==> config.mk <==
export PLATFORM = sky130hd
export DESIGN_NAME = psg_three_tone_sound_generator_unit_flat
export DESIGN_NICKNAME = d
export VERILOG_FILES = /design/src/hdl/psg_pkg.sv /design/src/hdl/psg_ifs.sv /design/src/hdl/psg_three_tone_sound_generator_unit.sv /design/src/hdl/psg_front.sv /design/src/hdl/psg_queue.sv /design/src/hdl/psg_back.sv /design/src/flat_wrapper.sv
export VERILOG_INCLUDE_DIRS = /design/src /design/src/hdl
export SDC_FILE = /design/constraint.sdc
export NUM_CORES = 1
export LEC_CHECK = 0
export BUFFER_PORTS_ARGS = -buffer_cell sky130_fd_sc_hd__buf_2
export CORE_MARGIN = 10
export CORE_UTILIZATION = 24
export DETAILED_ROUTE_END_ITERATION = 8
export PLACE_DENSITY = 0.43
export SETUP_SLACK_MARGIN = 0.1
export SYNTH_ARGS = -nofsm -noshare
export SYNTH_HDL_FRONTEND = slang
export SYNTH_SLANG_ARGS = --single-unit
==> constraint.sdc <==
create_clock -name clk -period 8.05 [get_ports clk]
set_clock_uncertainty 0.1 [all_clocks]
set_input_delay 2.0125 -clock clk [delete_from_list [all_inputs] [get_ports clk]]
set_output_delay 2.0125 -clock clk [all_outputs]
set_load 0.1 [all_outputs]
==> src/hdl/psg_three_tone_sound_generator_unit_macros.svh <==
// ----------------------------------------------------------------------------
// PSG assertion macros
// Shared concurrent assertion forms, clocked by clk and disabled in reset.
// ----------------------------------------------------------------------------
`ifndef PSG_THREE_TONE_SOUND_GENERATOR_UNIT_MACROS_SVH
`define PSG_THREE_TONE_SOUND_GENERATOR_UNIT_MACROS_SVH

// The consequent holds in the same cycle as the antecedent.
`define PSG_ASSERT_NOW(label, ante, cons, msg) \
	label: assert property (@(posedge clk) disable iff (!arst_n) (ante) |-> (cons)) \
		else $error(msg);

// The consequent holds in the cycle after the antecedent.
`define PSG_ASSERT_NEXT(label, ante, cons, msg) \
	label: assert property (@(posedge clk) disable iff (!arst_n) (ante) |=> (cons)) \
		else $error(msg);

`endif

==> src/hdl/psg_pkg.sv <==
// ----------------------------------------------------------------------------
// PSG package
// Register map, envelope codes, queue sizing and the volume tables.
// ----------------------------------------------------------------------------
package psg_pkg;

	localparam int NUM_REGS = 14;
	localparam int QDEPTH = 2;
	localparam int QPTR_W = $clog2(QDEPTH);
	localparam int QCNT_W = $clog2(QDEPTH + 1);

	localparam logic [3:0] REG_TONE_A_LO = 4'd0;
	localparam logic [3:0] REG_TONE_A_HI = 4'd1;
	localparam logic [3:0] REG_TONE_B_LO = 4'd2;
	localparam logic [3:0] REG_TONE_B_HI = 4'd3;
	localparam logic [3:0] REG_TONE_C_LO = 4'd4;
	localparam logic [3:0] REG_TONE_C_HI = 4'd5;
	localparam logic [3:0] REG_NOISE = 4'd6;
	localparam logic [3:0] REG_MUTE = 4'd7;
	localparam logic [3:0] REG_VOL_A = 4'd8;
	localparam logic [3:0] REG_VOL_B = 4'd9;
	localparam logic [3:0] REG_VOL_C = 4'd10;
	localparam logic [3:0] REG_ENV_LO = 4'd11;
	localparam logic [3:0] REG_ENV_HI = 4'd12;
	localparam logic [3:0] REG_SHAPE = 4'd13;

	localparam logic CFG_CPS = 1'b0;
	localparam logic CFG_YM = 1'b1;
	localparam logic [15:0] CPS_RESET = 16'd40;
	localparam logic [16:0] TICK_CLOCKS = 17'd8;

	localparam logic [1:0] ENV_HOLD = 2'd0;
	localparam logic [1:0] ENV_UP = 2'd1;
	localparam logic [1:0] ENV_DOWN = 2'd2;
	localparam int SHAPE_ATTACK_BIT = 2;

	localparam logic [3:0] SHAPE_SAW_DOWN = 4'd8;
	localparam logic [3:0] SHAPE_TRI_DOWN = 4'd10;
	localparam logic [3:0] SHAPE_DOWN_HOLD_HI = 4'd11;
	localparam logic [3:0] SHAPE_SAW_UP = 4'd12;
	localparam logic [3:0] SHAPE_UP_HOLD_HI = 4'd13;
	localparam logic [3:0] SHAPE_TRI_UP = 4'd14;

	typedef struct packed {
		logic is_tick;
		logic [3:0] addr;
		logic [7:0] data;
		logic env_restart;
	} psg_cmd_t;

	localparam logic [15:0] AY_TABLE [32] = '{
		16'h0000, 16'h0000, 16'h0340, 16'h0340, 16'h04C0, 16'h04C0, 16'h06F2, 16'h06F2,
		16'h0A44, 16'h0A44, 16'h0F13, 16'h0F13, 16'h1510, 16'h1510, 16'h227E, 16'h227E,
		16'h289F, 16'h289F, 16'h414E, 16'h414E, 16'h5B21, 16'h5B21, 16'h7258, 16'h7258,
		16'h905E, 16'h905E, 16'hB550, 16'hB550, 16'hD7A0, 16'hD7A0, 16'hFFFF, 16'hFFFF};

	localparam logic [15:0] YM_TABLE [32] = '{
		16'h0000, 16'h0000, 16'h00EF, 16'h01D0, 16'h0290, 16'h032A, 16'h03EE, 16'h04D2,
		16'h0611, 16'h0782, 16'h0912, 16'h0A36, 16'h0C31, 16'h0EB6, 16'h1130, 16'h13A0,
		16'h1751, 16'h1BF5, 16'h20E2, 16'h2594, 16'h2CA1, 16'h357F, 16'h3E45, 16'h475E,
		16'h5502, 16'h6620, 16'h7730, 16'h8844, 16'hA1D2, 16'hC102, 16'hE0A2, 16'hFFFF};

	function automatic logic [15:0] vol_level(input logic ym, input logic [4:0] idx);
		return ym ? YM_TABLE[idx] : AY_TABLE[idx];
	endfunction

endpackage

==> src/hdl/psg_ifs.sv <==
// ----------------------------------------------------------------------------
// PSG channel interfaces
// Request channel (register writes and ticks) and sample channel.
// ----------------------------------------------------------------------------
interface psg_req_if;
	logic valid;
	logic ready;
	logic mode;
	logic [3:0] reg_addr;
	logic [7:0] reg_data;

	modport source (output valid, mode, reg_addr, reg_data, input ready);
	modport sink (input valid, mode, reg_addr, reg_data, output ready);
endinterface

interface psg_smp_if;
	logic valid;
	logic ready;
	logic [15:0] level_a;
	logic [15:0] level_b;
	logic [15:0] level_c;

	modport source (output valid, level_a, level_b, level_c, input ready);
	modport sink (input valid, level_a, level_b, level_c, output ready);
endinterface

==> src/hdl/psg_three_tone_sound_generator_unit.sv <==
// ----------------------------------------------------------------------------
// PSG three tone sound generator unit
// Top level: APB configuration registers, front end, command queue, back end.
// ----------------------------------------------------------------------------
// Each request is a sound register write or a timer tick. The front end
// accepts one request per cycle into a two-entry queue while it is not full;
// the back end retires one per cycle unless stalled, so the sustained rate is
// one request per clock while samples are taken. A sample is registered in
// the output stage when the back end retires its tick. The back end stalls
// only while its output register holds a sample that has not been taken; the
// queue then fills and the request channel stalls after at most two more requests.
module psg_three_tone_sound_generator_unit (
	input logic clk,
	input logic arst_n,
	psg_req_if.sink req,
	psg_smp_if.source smp,
	input logic psel,
	input logic penable,
	input logic pwrite,
	input logic [2:0] paddr,
	input logic [31:0] pwdata,
	output logic [31:0] prdata,
	output logic pready
);
	import psg_pkg::*;

	logic [15:0] cps_q;
	logic ym_q;
	logic push;
	logic full;
	logic pop;
	logic head_valid;
	psg_cmd_t push_cmd;
	psg_cmd_t head_cmd;

	assign pready = 1'b1;
	assign prdata = (paddr[2] == CFG_YM) ? {31'd0, ym_q} : {16'd0, cps_q};

	always_ff @(posedge clk or negedge arst_n) begin
		if (!arst_n) begin
			cps_q <= CPS_RESET;
			ym_q <= 1'b0;
		end else if (psel && penable && pwrite) begin
			if (paddr[2] == CFG_CPS) begin
				cps_q <= pwdata[15:0];
			end else begin
				ym_q <= pwdata[0];
			end
		end
	end

	psg_front u_front (
		.req(req),
		.full(full),
		.push(push),
		.cmd(push_cmd)
	);

	psg_queue u_queue (
		.clk(clk),
		.arst_n(arst_n),
		.push(push),
		.push_cmd(push_cmd),
		.full(full),
		.pop(pop),
		.head_valid(head_valid),
		.head_cmd(head_cmd)
	);

	psg_back u_back (
		.clk(clk),
		.arst_n(arst_n),
		.head_valid(head_valid),
		.head_cmd(head_cmd),
		.pop(pop),
		.cps(cps_q),
		.ym(ym_q),
		.smp(smp)
	);
endmodule

==> src/hdl/psg_front.sv <==
// ----------------------------------------------------------------------------
// PSG front end
// Accepts requests, masks register data, drops writes to unused addresses.
// ----------------------------------------------------------------------------
module psg_front (
	psg_req_if.sink req,
	input logic full,
	output logic push,
	output psg_pkg::psg_cmd_t cmd
);
	import psg_pkg::*;

	logic [7:0] data_m;

	always_comb begin
		case (req.reg_addr) inside
			REG_TONE_A_HI, REG_TONE_B_HI, REG_TONE_C_HI, REG_SHAPE: begin
				data_m = req.reg_data & 8'h0f;
			end
			REG_NOISE, REG_VOL_A, REG_VOL_B, REG_VOL_C: begin
				data_m = req.reg_data & 8'h1f;
			end
			default: begin
				data_m = req.reg_data;
			end
		endcase
	end

	assign req.ready = !full;
	assign cmd.is_tick = req.mode;
	assign cmd.addr = req.reg_addr;
	assign cmd.data = data_m;
	assign cmd.env_restart = !req.mode && (req.reg_addr == REG_SHAPE);
	assign push = req.valid && !full && (req.mode || (req.reg_addr < 4'(NUM_REGS)));
endmodule

==> src/hdl/psg_queue.sv <==
// ----------------------------------------------------------------------------
// PSG command queue
// Short FIFO that decouples the front end from the back end.
// ----------------------------------------------------------------------------
`include "psg_three_tone_sound_generator_unit_macros.svh"

module psg_queue (
	input logic clk,
	input logic arst_n,
	input logic push,
	input psg_pkg::psg_cmd_t push_cmd,
	output logic full,
	input logic pop,
	output logic head_valid,
	output psg_pkg::psg_cmd_t head_cmd
);
	import psg_pkg::*;

	psg_cmd_t mem_q [QDEPTH];
	logic [QPTR_W-1:0] wr_ptr_q;
	logic [QPTR_W-1:0] rd_ptr_q;
	logic [QCNT_W-1:0] count_q;

	assign full = (count_q == QCNT_W'(QDEPTH));
	assign head_valid = (count_q != '0);
	assign head_cmd = mem_q[rd_ptr_q];

	always_ff @(posedge clk) begin
		if (push) begin
			mem_q[wr_ptr_q] <= push_cmd;
		end
	end

	always_ff @(posedge clk or negedge arst_n) begin
		if (!arst_n) begin
			wr_ptr_q <= '0;
			rd_ptr_q <= '0;
			count_q <= '0;
		end else begin
			if (push) begin
				wr_ptr_q <= (wr_ptr_q == QPTR_W'(QDEPTH - 1)) ? '0 : wr_ptr_q + 1'b1;
			end
			if (pop) begin
				rd_ptr_q <= (rd_ptr_q == QPTR_W'(QDEPTH - 1)) ? '0 : rd_ptr_q + 1'b1;
			end
			if (push && !pop) begin
				count_q <= count_q + 1'b1;
			end else if (pop && !push) begin
				count_q <= count_q - 1'b1;
			end
		end
	end

	`PSG_ASSERT_NOW(a_pop_nonempty, pop, count_q != '0, "Pop from an empty queue.")
	`PSG_ASSERT_NEXT(a_push_grows, push && !pop, count_q == $past(count_q) + 1'b1,
		"Queue count did not grow on a push.")
endmodule

==> src/hdl/psg_back.sv <==
// ----------------------------------------------------------------------------
// PSG back end
// Sound registers, tone/noise/envelope timers, sample timing and output stage.
// ----------------------------------------------------------------------------
`include "psg_three_tone_sound_generator_unit_macros.svh"

module psg_back (
	input logic clk,
	input logic arst_n,
	input logic head_valid,
	input psg_pkg::psg_cmd_t head_cmd,
	output logic pop,
	input logic [15:0] cps,
	input logic ym,
	psg_smp_if.source smp
);
	import psg_pkg::*;

	logic [7:0] regs_q [NUM_REGS];
	logic [15:0] tone_cnt_q [3];
	logic [2:0] tone_out_q;
	logic [15:0] noise_cnt_q;
	logic [16:0] noise_sh_q;
	logic noise_out_q;
	logic [15:0] env_cnt_q;
	logic [4:0] env_lvl_q;
	logic [1:0] env_dir_q;
	logic [15:0] acc_q;
	logic out_valid_q;
	logic [15:0] level_a_q;
	logic [15:0] level_b_q;
	logic [15:0] level_c_q;

	logic [16:0] acc_sum;
	logic [16:0] acc_rem;
	logic emit;
	logic tick;
	logic [4:0] idx [3];
	logic [15:0] tone_cnt_nx [3];
	logic [2:0] tone_hit;
	logic [15:0] noise_cnt_nx;
	logic noise_hit;
	logic [16:0] noise_sh_nx;
	logic [15:0] env_cnt_nx;
	logic env_hit;
	logic [4:0] env_lvl_nx;
	logic [1:0] env_dir_nx;
	logic env_over;
	logic env_under;

	assign pop = head_valid && (!out_valid_q || smp.ready);
	assign tick = pop && head_cmd.is_tick;

	assign acc_sum = {1'b0, acc_q} + TICK_CLOCKS;
	assign emit = (acc_sum >= {1'b0, cps});
	assign acc_rem = acc_sum - {1'b0, cps};

	always_comb begin
		for (int ch = 0; ch < 3; ch++) begin
			if ((regs_q[REG_MUTE][ch] || tone_out_q[ch])
					&& (regs_q[REG_MUTE][ch + 3] || noise_out_q)) begin
				idx[ch] = regs_q[REG_VOL_A + ch][4] ? env_lvl_q
					: {regs_q[REG_VOL_A + ch][3:0], 1'b1};
			end else begin
				idx[ch] = '0;
			end
			tone_cnt_nx[ch] = tone_cnt_q[ch] + 16'd1;
			tone_hit[ch] = (tone_cnt_nx[ch] >= {4'd0, regs_q[2 * ch + 1][3:0],
				regs_q[2 * ch]});
		end
	end

	assign noise_cnt_nx = noise_cnt_q + 16'd1;
	assign noise_hit = (noise_cnt_nx >= {10'd0, regs_q[REG_NOISE][4:0], 1'b0});
	assign noise_sh_nx = {noise_sh_q[15:0], 1'b1} ^ {16'd0, noise_sh_q[16] ^ noise_sh_q[13]};

	assign env_cnt_nx = env_cnt_q + 16'd1;
	assign env_hit = (env_cnt_nx >= {regs_q[REG_ENV_HI], regs_q[REG_ENV_LO]});
	assign env_over = (env_dir_q == ENV_UP) && (env_lvl_q == 5'd31);
	assign env_under = (env_dir_q == ENV_DOWN) && (env_lvl_q == 5'd0);

	always_comb begin
		env_lvl_nx = env_lvl_q;
		env_dir_nx = env_dir_q;
		if (!env_over && !env_under) begin
			if (env_dir_q == ENV_UP) begin
				env_lvl_nx = env_lvl_q + 5'd1;
			end else if (env_dir_q == ENV_DOWN) begin
				env_lvl_nx = env_lvl_q - 5'd1;
			end
		end else begin
			case (regs_q[REG_SHAPE][3:0]) inside
				SHAPE_SAW_DOWN, SHAPE_SAW_UP: begin
					env_lvl_nx = env_under ? 5'd31 : 5'd0;
				end
				SHAPE_TRI_DOWN, SHAPE_TRI_UP: begin
					env_lvl_nx = env_under ? 5'd0 : 5'd31;
					env_dir_nx = env_under ? ENV_UP : ENV_DOWN;
				end
				SHAPE_DOWN_HOLD_HI, SHAPE_UP_HOLD_HI: begin
					env_lvl_nx = 5'd31;
					env_dir_nx = ENV_HOLD;
				end
				default: begin
					env_lvl_nx = 5'd0;
					env_dir_nx = ENV_HOLD;
				end
			endcase
		end
	end

	always_ff @(posedge clk or negedge arst_n) begin
		if (!arst_n) begin
			for (int i = 0; i < NUM_REGS; i++) begin
				regs_q[i] <= (4'(i) == REG_MUTE) ? 8'hff : 8'h00;
			end
			for (int ch = 0; ch < 3; ch++) begin
				tone_cnt_q[ch] <= '0;
			end
			tone_out_q <= '0;
			noise_cnt_q <= '0;
			noise_sh_q <= '0;
			noise_out_q <= 1'b0;
			env_cnt_q <= '0;
			env_lvl_q <= '0;
			env_dir_q <= ENV_HOLD;
			acc_q <= '0;
			out_valid_q <= 1'b0;
		end else begin
			if (tick && emit) begin
				out_valid_q <= 1'b1;
			end else if (smp.ready) begin
				out_valid_q <= 1'b0;
			end
			if (pop && !head_cmd.is_tick) begin
				regs_q[head_cmd.addr] <= head_cmd.data;
				if (head_cmd.env_restart) begin
					env_cnt_q <= '0;
					if (head_cmd.data[SHAPE_ATTACK_BIT]) begin
						env_lvl_q <= 5'd0;
						env_dir_q <= ENV_UP;
					end else begin
						env_lvl_q <= 5'd31;
						env_dir_q <= ENV_DOWN;
					end
				end
			end
			if (tick) begin
				if (emit) begin
					acc_q <= acc_rem[16] ? 16'hFFFF : acc_rem[15:0];
				end else begin
					acc_q <= acc_sum[15:0];
				end
				for (int ch = 0; ch < 3; ch++) begin
					tone_cnt_q[ch] <= tone_hit[ch] ? 16'd0 : tone_cnt_nx[ch];
					if (tone_hit[ch]) begin
						tone_out_q[ch] <= !tone_out_q[ch];
					end
				end
				noise_cnt_q <= noise_hit ? 16'd0 : noise_cnt_nx;
				if (noise_hit) begin
					noise_sh_q <= noise_sh_nx;
					noise_out_q <= noise_sh_nx[16];
				end
				env_cnt_q <= env_hit ? 16'd0 : env_cnt_nx;
				if (env_hit) begin
					env_lvl_q <= env_lvl_nx;
					env_dir_q <= env_dir_nx;
				end
			end
		end
	end

	always_ff @(posedge clk) begin
		if (tick && emit) begin
			level_a_q <= vol_level(ym, idx[0]);
			level_b_q <= vol_level(ym, idx[1]);
			level_c_q <= vol_level(ym, idx[2]);
		end
	end

	assign smp.valid = out_valid_q;
	assign smp.level_a = level_a_q;
	assign smp.level_b = level_b_q;
	assign smp.level_c = level_c_q;

	`PSG_ASSERT_NEXT(a_emit_loads, tick && emit, out_valid_q,
		"A sample tick did not load the output stage.")
	`PSG_ASSERT_NEXT(a_env_restart, pop && head_cmd.env_restart, env_cnt_q == '0,
		"Shape write did not clear the envelope timer.")
endmodule
==> src/flat_wrapper.sv <==
// flat-port wrapper written by rule: the top's interface ports become plain ports
module psg_three_tone_sound_generator_unit_flat import psg_pkg::*;
  (clk, arst_n, psel, penable, pwrite, paddr, pwdata, prdata, pready, req_valid, req_mode, req_reg_addr, req_reg_data, req_ready, smp_valid, smp_level_a, smp_level_b, smp_level_c, smp_ready);
  psg_req_if req_i ();
  psg_smp_if smp_i ();
  input logic clk;
  input logic arst_n;
  input logic psel;
  input logic penable;
  input logic pwrite;
  input logic [2:0] paddr;
  input logic [31:0] pwdata;
  output logic [31:0] prdata;
  output logic pready;
  input wire logic [$bits(req_i.valid)-1:0] req_valid;
  input wire logic [$bits(req_i.mode)-1:0] req_mode;
  input wire logic [$bits(req_i.reg_addr)-1:0] req_reg_addr;
  input wire logic [$bits(req_i.reg_data)-1:0] req_reg_data;
  output wire logic [$bits(req_i.ready)-1:0] req_ready;
  output wire logic [$bits(smp_i.valid)-1:0] smp_valid;
  output wire logic [$bits(smp_i.level_a)-1:0] smp_level_a;
  output wire logic [$bits(smp_i.level_b)-1:0] smp_level_b;
  output wire logic [$bits(smp_i.level_c)-1:0] smp_level_c;
  input wire logic [$bits(smp_i.ready)-1:0] smp_ready;
  assign req_i.valid = req_valid;
  assign req_i.mode = req_mode;
  assign req_i.reg_addr = req_reg_addr;
  assign req_i.reg_data = req_reg_data;
  assign req_ready = req_i.ready;
  assign smp_valid = smp_i.valid;
  assign smp_level_a = smp_i.level_a;
  assign smp_level_b = smp_i.level_b;
  assign smp_level_c = smp_i.level_c;
  assign smp_i.ready = smp_ready;
  psg_three_tone_sound_generator_unit u_core (.clk(clk), .arst_n(arst_n), .req(req_i), .smp(smp_i), .psel(psel), .penable(penable), .pwrite(pwrite), .paddr(paddr), .pwdata(pwdata), .prdata(prdata), .pready(pready));
endmodule
## Word-level counts from Yosys, hierarchy flattened

Memory sizes are Yosys's and may differ from the RTL's.
Index checks and enable logic that the tools add are counted.

| storage, ports and cells | value |
|---|---|
| register bits | 306 |
| bits in latches | 0 |
| memory bits (writable) | 28 |
| bits in read-only memories | 3,072 |
| bits of input ports | 55 |
| logic and storage cells | 219 |
| memories | 7 |

| operators by class | value |
|---|---|
| add/subtract/negate cells | 13 |
| multiply operators | 0 |
| divide/modulo/power cells | 0 |
| $lt $le $gt $ge | 12 |
| equal/unequal tests | 21 |
| shifts and indexed selects | 0 |
| multiplexer cells | 67 |
| bitwise logic cells | 7 |
| reduce and logical (&&, ||, !) cells | 56 |

Memory list:

| memory | words | width | rd ports | clocked after memory_dff | write ports | line | source |
|---|---|---|---|---|---|---|---|
| (name not given) | 32 | 16 | 1 | 0 | 0 | psg_pkg.sv:64 | `return ym ? YM_TABLE[idx] : AY_TABLE[idx];` |
| (name not given) | 32 | 16 | 1 | 0 | 0 | psg_pkg.sv:64 |  |
| (name not given) | 32 | 16 | 1 | 0 | 0 | psg_pkg.sv:64 |  |
| (name not given) | 32 | 16 | 1 | 0 | 0 | psg_pkg.sv:64 |  |
| (name not given) | 32 | 16 | 1 | 0 | 0 | psg_pkg.sv:64 |  |
| (name not given) | 32 | 16 | 1 | 0 | 0 | psg_pkg.sv:64 |  |
| +1 memories | -- | -- | -- | -- | -- | -- |  |

Operators with widths:

| cell | number |
|---|---|
| $mux W16 | 26 |
| $bwmux W112 | 1 |
| $mux W5 | 19 |
| $add A16 B1 Y16 const B | 5 |
| $ge A16 B12 Y1 | 3 |
| $eq A4 B4 Y1 const B | 10 |
| $demux W8 S4 | 1 |
| $mux W8 | 3 |
| $mux W2 | 11 |
| $ge A6 B6 Y1 const B | 3 |
| $logic_and A1 B1 Y1 | 18 |
| $not A5 Y6 | 3 |
| $add A16 B4 Y17 const B | 1 |
| $ge A17 B16 Y1 | 1 |
| $sub A17 B16 Y17 | 1 |
| $xor A17 B1 Y17 | 1 |
| $ge A16 B16 Y1 | 1 |
| $ge A16 B6 Y1 | 1 |
| $reduce_and A2 Y1 | 8 |
| $logic_not A1 Y1 | 11 |
| $reduce_bool A2 Y1 | 5 |
| $eq A4 B3 Y1 const B | 2 |
| $logic_or A1 B1 Y1 | 8 |
| $reduce_or A4 Y1 | 2 |
| 21 further kinds | 31 |

## Depth between registers and ports, before layout

| depth | value |
|---|---|
| depth after elaboration | 8 |
| gate-level depth with buffers | 16 |

## Modules after synthesis

Synthesis repeated with hierarchy kept, for this count alone.

| unflattened totals | value |
|---|---|
| cells, all modules | 2,150 |
| area, all modules | 19,819.0 µm² |

Modules (own cells, without submodules):

| module | times used | cells an instance | area each (µm²) | seq. area each (µm²) |
|---|---|---|---|---|
| psg_back | 1 | 1,988 | 17,414.2 | 6,603.8 |
| psg_queue | 1 | 60 | 1,252.5 | 940.9 |
| psg_three_tone_sound_generator_unit | 1 | 73 | 948.4 | 427.9 |
| psg_front | 1 | 29 | 203.9 | 0.0 |

## Worst setup path after synthesis

Ideal clock, no wire load.

| timing path | value |
|---|---|
| kind | input-to-output |
| from | input port paddr[2] |
| to | output port prdata[10] |
| arrival | 3.654 ns |
| data required time | 5.938 ns |
| path slack | 2.283 ns |
| stages on the path | 3 |
| path buffers | 2 |
| cells stage by stage | clkbuf_1 buf_1 nor2_1 |

| between the ends | value |
|---|---|
| longest elaborated chain between the ends | 1 |

Ends and longest elaborated chain:

| element | line | source |
|---|---|---|
| start: declaration | flat_wrapper.sv:11 | `input logic [2:0] paddr;` |
| $mux W16 | psg_three_tone_sound_generator_unit.sv:37 | `assign prdata = (paddr[2] == CFG_YM) ? {31'd0, ym_q} : {16'd0, cps_q};` |
| end: declaration | flat_wrapper.sv:13 | `output logic [31:0] prdata;` |

No other way between the ends.

## Worst setup path in the final report

| timing path | value |
|---|---|
| from | input port paddr[2] |
| to | output port prdata[0] |

Same word-level chain as after synthesis.

==> flow_summary.ini <==
[synth]
ys_warn_count = 0
synth_cell_types = 84
netlist.area_leader.share_pct = 28.1
synthFlopType = dfrtp_1
synth.area.top_cells = dfrtp_1 (28%), edfxtp_1 (12%), ha_1 (7.8%), nand2_1 (5.4%), o21ai_0 (5.2%)
synth_edf_count = 76
synthXorXnorAreaFrac_pct = 3.95
ys_seq_area_share_pct = 40.9
syn-mean-instance-area_sq_um = 8.90
synth_simple_gate_area_share_pct = 17.5
synth_cells = 2192
synth_compound_area_share_pct = 20.3
synthMuxAreaShare_pct = 4.19
netlist_top_cells_count = nand2_1 (283), dfrtp_1 (219), o21ai_0 (202)
synth_seq_cells = 303
synth-async-reset-ratio_pct = 74.9
netlist_area_sq_um = 19500
synth_top_cell_by_area = dfrtp_1
synth_top_family_by_area = compound AO/OA/AOI/OAI gates
synthAdderAreaFrac_pct = 7.97
yosysMostFrequentCell = nand2_1

[worst_setup_path]
max_stage_delay_ps = 370
critPathMaxFanout = 18
r2r-end = u_core.u_back.smp.level_c[4]
cp_slowest_cell = mux2_2
rr_worst_depth = 16
crit_path_end_kind = output pin
rrSetupSlack_ps = 3270
setup.worst_path.start_class = input port
cp_top_family = buffers and inverters
cp_cell_sequence = buf_2 > mux2_2 > buf_2
crit_required_ps = 5940
cp.buffers_inverters = 2
crit_arrival_ps = 2980
crit_type = in2out
crit_path_frequent_cell = buf_2
r2r-start = u_core.u_back.acc_q[3]

[placed_design]
gp_congestion = 0.880
dp_hpwl_um = 38000
numPortBuffers = 102

[clocking]
cts_root_buf = clkbuf_16
cts-resized-gates = 0
cts_tree = built
cts_made_buffers = 39
cts_max_level = 2
insertion_delay_ps = 560
cts_setup_buffers = 0
clk_pin_slew_worst_paths_ps = 50
cts_buffer_depth = 3
clock-sinks = 303
cts_hold_buf = 0

[die]
die_w_um = 305
start_util_pct = 24.2
placementRows = 104
core_sq_um = 80500
die_h_um = 305
ios = 138
die-area_sq_um = 93000

[timing]
fin_tns_setup_ps = 0
rsz0062_at_grt = no
slew_viol_final = 0
finalHoldViolCount = 0
fin_crit_ps = 5100
period_share_pct = 63.3
slew_headroom_pct = 24.2
hold_slack_ps = 375
worstMarginPinSlew_ps = 1140
fmax_mhz = 196
setup_viol = 0

[routing]
viasPerCell = 4.85
vias = 16200
drtIter0Drc = 1135
postRouteAntennaNets = 0
drtPass1Iterations = 5
route.detailed.drc = 0
wl_per_cell_um = 16.5
wirelength_um = 54900

[layout]
multiInputGateArea_sq_um = 10600
diodes = 0
fin_nets = 2425
syn2layout_area_growth_pct = 14.9
drive_gt1_share_pct = 12.4
n_fill_cell = 8571
seq_area_sq_um = 7970

[global_routing]
grt_max_degree = 115
antenna_found_initial = 0
grt.total_usage_pct = 11.5
grt_overflow = 0
grt_pass1_wl_um = 88900
first_global_vias = 16100

[job]
drv_cap = 0

[min_path]
hp-start = u_core.u_back.regs_q[24]
min_path_type = reg2reg
min_to = u_core.u_back.regs_q[24]
holdPathStages = 2

[power]
powerDensity_nw_per_um2 = 437
p_leak_nw = 9.56
vdd_drop_max_v = 0.000180

[status]
outcome = complete, no violations
layout by cell type (no fill, tap or decap), types with 19 or more instances in the layout:
cell type,instances
ha_1,121
mux2_2,34
a21oi_1,141
clkbuf_16,42
xnor2_1,53
and3_1,22
inv_1,112
nand3_1,66
mux2i_1,20
buf_4,28
o22ai_1,35
edfxtp_1,76
nor2_1,173
dfrtp_1,218
nor2b_1,19
and2_1,31
nor3_1,32
nand2_1,283
buf_2,101
o21ai_0,202
a211oi_1,33
a21o_1,27
nand2b_1,36
xor2_1,35
a31oi_1,22
power by group:
group	total [W]	switching, W	internal (W)
Clock	0.00180	0.000685	0.00112
Sequential	0.00258	0.000405	0.00218
Combinational	0.00540	0.00372	0.00168
state kept, by name, summed over array words and instances (netlist names), 16 cells and up:
signal / cells
u_core.u_back.smp.level_a: 16
u_core.u_back.noise_sh_q: 17
u_core.u_back.noise_cnt_q: 16
u_core.u_back.regs_q: 82
u_core.u_queue.mem_q: 28
u_core.u_back.smp.level_c: 16
u_core.cps_q: 16
u_core.u_back.smp.level_b: 16
u_core.u_back.env_cnt_q: 16
u_core.u_back.acc_q: 16
u_core.u_back.tone_cnt_q: 48
tightest hold or removal path, stage by stage (launching register included):
cell and delay (ps):
dfrtp_1 340, nand2_1 40, o21ai_0 60
how the worst max path moves through the flow:
stage / start / end / slack [ps] / depth (start not counted)
5_1_grt: u_core.u_back.acc_q[3] / u_core.u_back.smp.level_b[11] / 2770 / 16
3_5_place_dp: paddr[2] / prdata[0] / 2940 / 3
6_report: paddr[2] / prdata[0] / 2950 / 3
3_3_place_gp: paddr[2] / prdata[0] / 2960 / 3
2_1_floorplan: paddr[2] / prdata[10] / 2280 / 3
4_1_cts: paddr[2] / prdata[0] / 2930 / 3
final cells by class:
cell class	count	share of cell area (%)
tap	1060	5.92
clock buffer	55	5.13
clock inverter	15	0.787
inverter	113	1.89
sequential	303	35.6
multi-input combinational	1660	47.4
timing repair buffer	130	3.26
cells by family (layout without fill, tap and decap cells):
kind of cell / Yosys count / count (layout)
other: 2 / 17
AND/OR/NAND/NOR: 731 / 731
flip-flops: 303 / 303
XOR/XNOR: 88 / 88
AO/OA/AOI/OAI: 630 / 630
buffers and inverters: 244 / 313
adder cells (fa/ha/maj): 123 / 123
multiplexers: 71 / 71
per-stage QoR:
stage / std cells / setup WS (ps) / cell area (sq um) / util [%] / total power (W)
2_1_floorplan: 2207 / 2280 / 19600 / - / 0.00662
3_5_place_dp: 3266 / 2940 / 21100 / 26.2 / 0.00802
4_1_cts: 3336 / 2930 / 22400 / 27.8 / 0.00990
6_report: 3336 / 2950 / 22400 / 27.8 / 0.00979
3_3_place_gp: 3266 / 2960 / 21100 / 26.2 / 0.00795
5_1_grt: 3336 / 2770 / 22400 / 27.8 / 0.0106
routing by layer:
metal	global-route usage, %	up-vias	routed length [um]
met5	0	-	0
met4	3.75	0	1310
met3	2.03	97	2720
met2	19.1	461	25800
met1	14.7	7687	25000
li1	-	7924	-
Note: power is estimated with default switching activity, not from simulation.
